## src/hw/rtl/bsa_pkg.sv

```systemverilog
package bsa_pkg;

    localparam int SLOT_COUNT = 256;
    localparam int WORD_BITS  = 32;
    localparam int WORD_COUNT = SLOT_COUNT / WORD_BITS;

    localparam int SLOT_W = $clog2(SLOT_COUNT);
    localparam int BIT_W  = $clog2(WORD_BITS);
    localparam int WIDX_W = $clog2(WORD_COUNT);
    localparam int CNT_W  = $clog2(SLOT_COUNT + 1);

    localparam int CMD_W    = 2;
    localparam int FSLOT_W  = 8;
    localparam int STATUS_W = 2;
    localparam int LIVE_W   = 9;

    localparam logic [CMD_W-1:0] CMD_ALLOC   = 2'd0;
    localparam logic [CMD_W-1:0] CMD_RELEASE = 2'd1;
    localparam logic [CMD_W-1:0] CMD_QUERY   = 2'd2;

    localparam logic [STATUS_W-1:0] STATUS_OK         = 2'd0;
    localparam logic [STATUS_W-1:0] STATUS_FULL       = 2'd1;
    localparam logic [STATUS_W-1:0] STATUS_NOT_IN_USE = 2'd2;

    typedef logic [WORD_BITS-1:0] word_t;

    typedef enum logic {
        ST_IDLE,
        ST_SCAN
    } state_t;

    typedef struct packed {
        logic              rd_en;
        logic [WIDX_W-1:0] rd_addr;
        logic              wr_en;
        logic [WIDX_W-1:0] wr_addr;
        word_t             wr_data;
    } store_req_t;

    // lowest set bit
    function automatic logic [BIT_W-1:0] first_set(input word_t w);
        logic [BIT_W-1:0] idx;
        idx = '0;
        for (int i = WORD_BITS - 1; i >= 0; i--)
        begin
            if (w[i])
            begin
                idx = BIT_W'(i);
            end
        end
        return idx;
    endfunction

endpackage

```

## src/hw/rtl/bsa_ram.sv

```systemverilog
module bsa_ram #(
    parameter int WIDTH = 32,
    parameter int DEPTH = 8
) (
    input  logic                     clk,
    input  logic                     rd_en,
    input  logic [$clog2(DEPTH)-1:0] rd_addr,
    output logic [WIDTH-1:0]         rd_data,
    input  logic                     wr_en,
    input  logic [$clog2(DEPTH)-1:0] wr_addr,
    input  logic [WIDTH-1:0]         wr_data
);

    logic [WIDTH-1:0] mem [DEPTH];
    logic [WIDTH-1:0] rd_data_reg;

    always_ff @(posedge clk)
    begin
        if (wr_en)
        begin
            mem[wr_addr] <= wr_data;
        end
        if (rd_en)
        begin
            rd_data_reg <= mem[rd_addr];
        end
    end

    assign rd_data = rd_data_reg;

endmodule

```

## src/hw/rtl/bsa_store.sv

```systemverilog
module bsa_store
    import bsa_pkg::*;
(
    input  logic       clk,
    input  logic       rst_n,
    input  store_req_t req,
    output word_t      rd_word
);

    logic [WORD_COUNT-1:0] written_reg;
    logic                  rd_written_reg;
    word_t                 ram_data;

    bsa_ram #(
        .WIDTH (WORD_BITS),
        .DEPTH (WORD_COUNT)
    ) u_ram (
        .clk     (clk),
        .rd_en   (req.rd_en),
        .rd_addr (req.rd_addr),
        .rd_data (ram_data),
        .wr_en   (req.wr_en),
        .wr_addr (req.wr_addr),
        .wr_data (req.wr_data)
    );

    // words never written since reset read as all free
    always_ff @(posedge clk or negedge rst_n)
    begin
        if (!rst_n)
        begin
            written_reg    <= '0;
            rd_written_reg <= 1'b0;
        end
        else
        begin
            if (req.wr_en)
            begin
                written_reg[req.wr_addr] <= 1'b1;
            end
            if (req.rd_en)
            begin
                rd_written_reg <= written_reg[req.rd_addr];
            end
        end
    end

    assign rd_word = rd_written_reg ? ram_data : '0;

endmodule

```

## config.mk

```make
export PLATFORM = sky130hd
export DESIGN_NAME = bsa_store
export DESIGN_NICKNAME = d
export VERILOG_FILES = /design/src/hw/rtl/bsa_pkg.sv /design/src/hw/rtl/bsa_ram.sv /design/src/hw/rtl/bsa_store.sv
export SDC_FILE = /design/constraint.sdc
export NUM_CORES = 1
export LEC_CHECK = 0
export CAP_MARGIN = 0
export CORE_ASPECT_RATIO = 0.8
export CORE_UTILIZATION = 25
export DETAILED_ROUTE_END_ITERATION = 10
export DONT_BUFFER_PORTS = 1
export PLACE_DENSITY = 0.35
export SYNTH_ARGS = -nofsm -noshare
export SYNTH_HDL_FRONTEND = slang
export SYNTH_HIERARCHICAL = 1
export SYNTH_SLANG_ARGS = --single-unit
```

## constraint.sdc

```tcl
create_clock -name clk -period 1.8 [get_ports clk]
set_clock_uncertainty 0.2 [all_clocks]
set_input_delay 0.09 -clock clk [delete_from_list [all_inputs] [get_ports clk]]
set_output_delay 0.09 -clock clk [all_outputs]
set_load 0.1 [all_outputs]
```

==> out/results.txt <==
post-DR wirelength/cell -> 21.6 µm
die span in y -> 193 µm
total placed cells including tap cells -> 1111
Synth top area share -> 75.9%
dpl ws -> 183 ps
failing checks -> hold timing, setup timing
Final nets -> 635
vias -> 5168
Worst setup endpoint -> rd_word[26]
nature of the critical path startpoint -> flip-flop
reg2reg setup slack -> 190 ps
Avg Inst Size Synth -> 23.8 µm²
DR WL met3 -> 982 µm
Max-slew headroom -> 65.8%
CP max FO -> 34
die area -> 0.0465 mm²
clk sinks -> 297
crit path cell chain -> buf_12 > and2_1 > buf_12
EDFF count, synth -> 288
first-pass GRT wire length -> 38.5 mm
Placer Congestion -> 0.640
CTS tree -> done
Pwr Total -> 16.0 mW
most frequent cell after synthesis -> edfxtp_1
CTS root buffer -> clkbuf_16
Pleak -> 4.78 nW
fin cells -> 1216
hpwl dp -> 13.7 mm
biggest area consumer among synthesized cells -> edfxtp_1
Initial Util -> 25.5%
main flop type after synthesis -> edfxtp_1
sequential share of the synthesized area -> 77.8%
Worst Setup Path Type -> flip-flop to output pin
Pre-antenna DRT Iters -> 4
Final min period -> 1810 ps
DRT antenna net count -> 0
Netlist cell types -> 20
Cell Area, Synth -> 0.0114 mm²
Synth-to-Final Area Change -> 27.4%
Commonest cells post-synth -> edfxtp_1, mux4_1, and2_1, mux2_2, mux4_2
vias per cell -> 4.25
#FFs+latches synth -> 297
PortBufs -> 0
Fin Setup TNS -> -20.7 ps
Final Max Tran Viols -> 0
FF-to-FF Start -> u_ram/mem[3][9]
Row Count -> 69
Placed Area -> 0.0130 mm²
worst slew pin tran -> 512 ps
Worst setup EP type -> output pin
Post-Syn Nets -> 521
Total Routing Usage GR -> 11.6%
WL met2 -> 13.3 mm
Finished Core Util -> 32.5%
fraction of registers with async set/reset -> 3.03%
CP most frequent cell -> buf_12
Top Ports -> 74
period utilization -> 100%
reg-to-reg endpoint -> u_ram/rd_data[9]
R2R cell count -> 2
top post-synthesis cells by area -> edfxtp_1, mux4_1, mux4_2, mux2_2, dfrtp_1
unrepaired setup endpoints after global routing -> yes
H-tree Lvls -> 2
Hold Path Class -> input port to flip-flop
WP data arrival -> 1520 ps
Inserted Clock Buffers -> 34
VDD IR-drop max -> 0.515 mV
grt ovf -> 0
setup ws final -> -5.94 ps
Clock Path Buffers -> 3
vias in the first global route -> 5740
final setup violation count -> 5
Worst EP required -> 1510 ps
Worst Setup SP -> rd_written_reg
Largest register FFs -> 256
Mapped Cells -> 479
routed length on met1 -> 11.5 mm
ratio of cells with drive above 1 in the final layout -> 28.8%
Hold WS -> -358 ps
number of max-cap violations -> 0
largest net degree at the start of global routing -> 69
max layer used -> met5
Worst-Skew Late Latency -> 500 ps
drt total wl -> 26.3 mm
Pwr Density -> 1100 mW/mm²
Reg clk slew, reported paths -> 60 ps
Fin. Hold Viols -> 33
core footprint -> 0.0447 mm²
fmax -> 0.554 GHz
Post-CTS Hold Buffers -> 44
Die W -> 241 µm
Synth Warn # -> 6
post-route cell area -> 0.0145 mm²
outcome -> finished with violations
slowest CP cell -> dfrtp_2
DR DRC count -> 0
CP max stage delay -> 370 ps
1st-iter DRT viols -> 250
initial antenna violation count -> 2
## kinds of logic after synthesis
| group | share of synthesized area [%] |
|---|---|
| buf+inv | 1.42 |
| flops | 77.8 |
| simple gates | 2.36 |
| mux | 17.8 |
| compound gates | 0.637 |
## power by group
part	internal, mW	switching [mW]
clock network	3.68	2.58
registers	7.88	0.0627
logic	0.741	1.07
total	12.3	3.71
## layer usage
metal / vias to the layer above / GRT usage (%)
met5: - / 0
met1: 2760 / 14.7
met4: 2 / 3.16
met3: 46 / 2.46
li1: 2270 / -
met2: 90 / 20.2
## worst min-delay path by stage
| stage | cells after the start | to | slack, ps | from |
|---|---|---|---|---|
| floorplan | 0 | rd_written_reg | -410 | rst_n |
| global placement | 0 | written_reg[5] | -410 | rst_n |
| detailed placement | 0 | written_reg[5] | -410 | rst_n |
| CTS | 2 | rd_written_reg | -390 | req[38] |
| global route | 2 | rd_written_reg | -370 | req[38] |
| finish | 2 | rd_written_reg | -360 | req[38] |
## timing repair
| action | CTS | global route |
|---|---|---|
| buffers inserted | 0 | 5 |
| setup endpoints to repair | 32 | 88 |
| pin swaps | 0 | 2 |
| resized for setup | 3 | 8 |
| endpoints found under the hold margin | 531 | 33 |
## cell usage in the layout, fill, tap and decap left out, drive strengths merged
cell	instances
buf	58
a31o	4
nor2b	1
a21o	1
nand2b	3
dlygate4sd3	40
nor2	7
dlymetal6s4s	2
clkinvlp	1
mux4	65
clkbuf	44
nand2	2
diode	2
clkinv	7
and2	32
edfxtp	288
mux2i	5
a41o	3
mux2	32
dfrtp	9
bufinv	1
nor3	2
inv	4
## critical path: cells and delay by family, from the launching register on
family	cells	cell delay, ps
buffers and inverters	2	410
DFF	1	370
and+or+nand+nor	1	220
## cell type report
class,count,area (µm²)
Clock buffer,44,910
Antenna cell,2,5.00
Tap cell,603,754
Fill cell,4306,30200
Inverter,3,11.3
Multi-Input combinational cell,157,2450
Clock inverter,10,77.6
Timing Repair Buffer,100,1440
Sequential cell,297,8870
(Power assumes the default switching activity.)
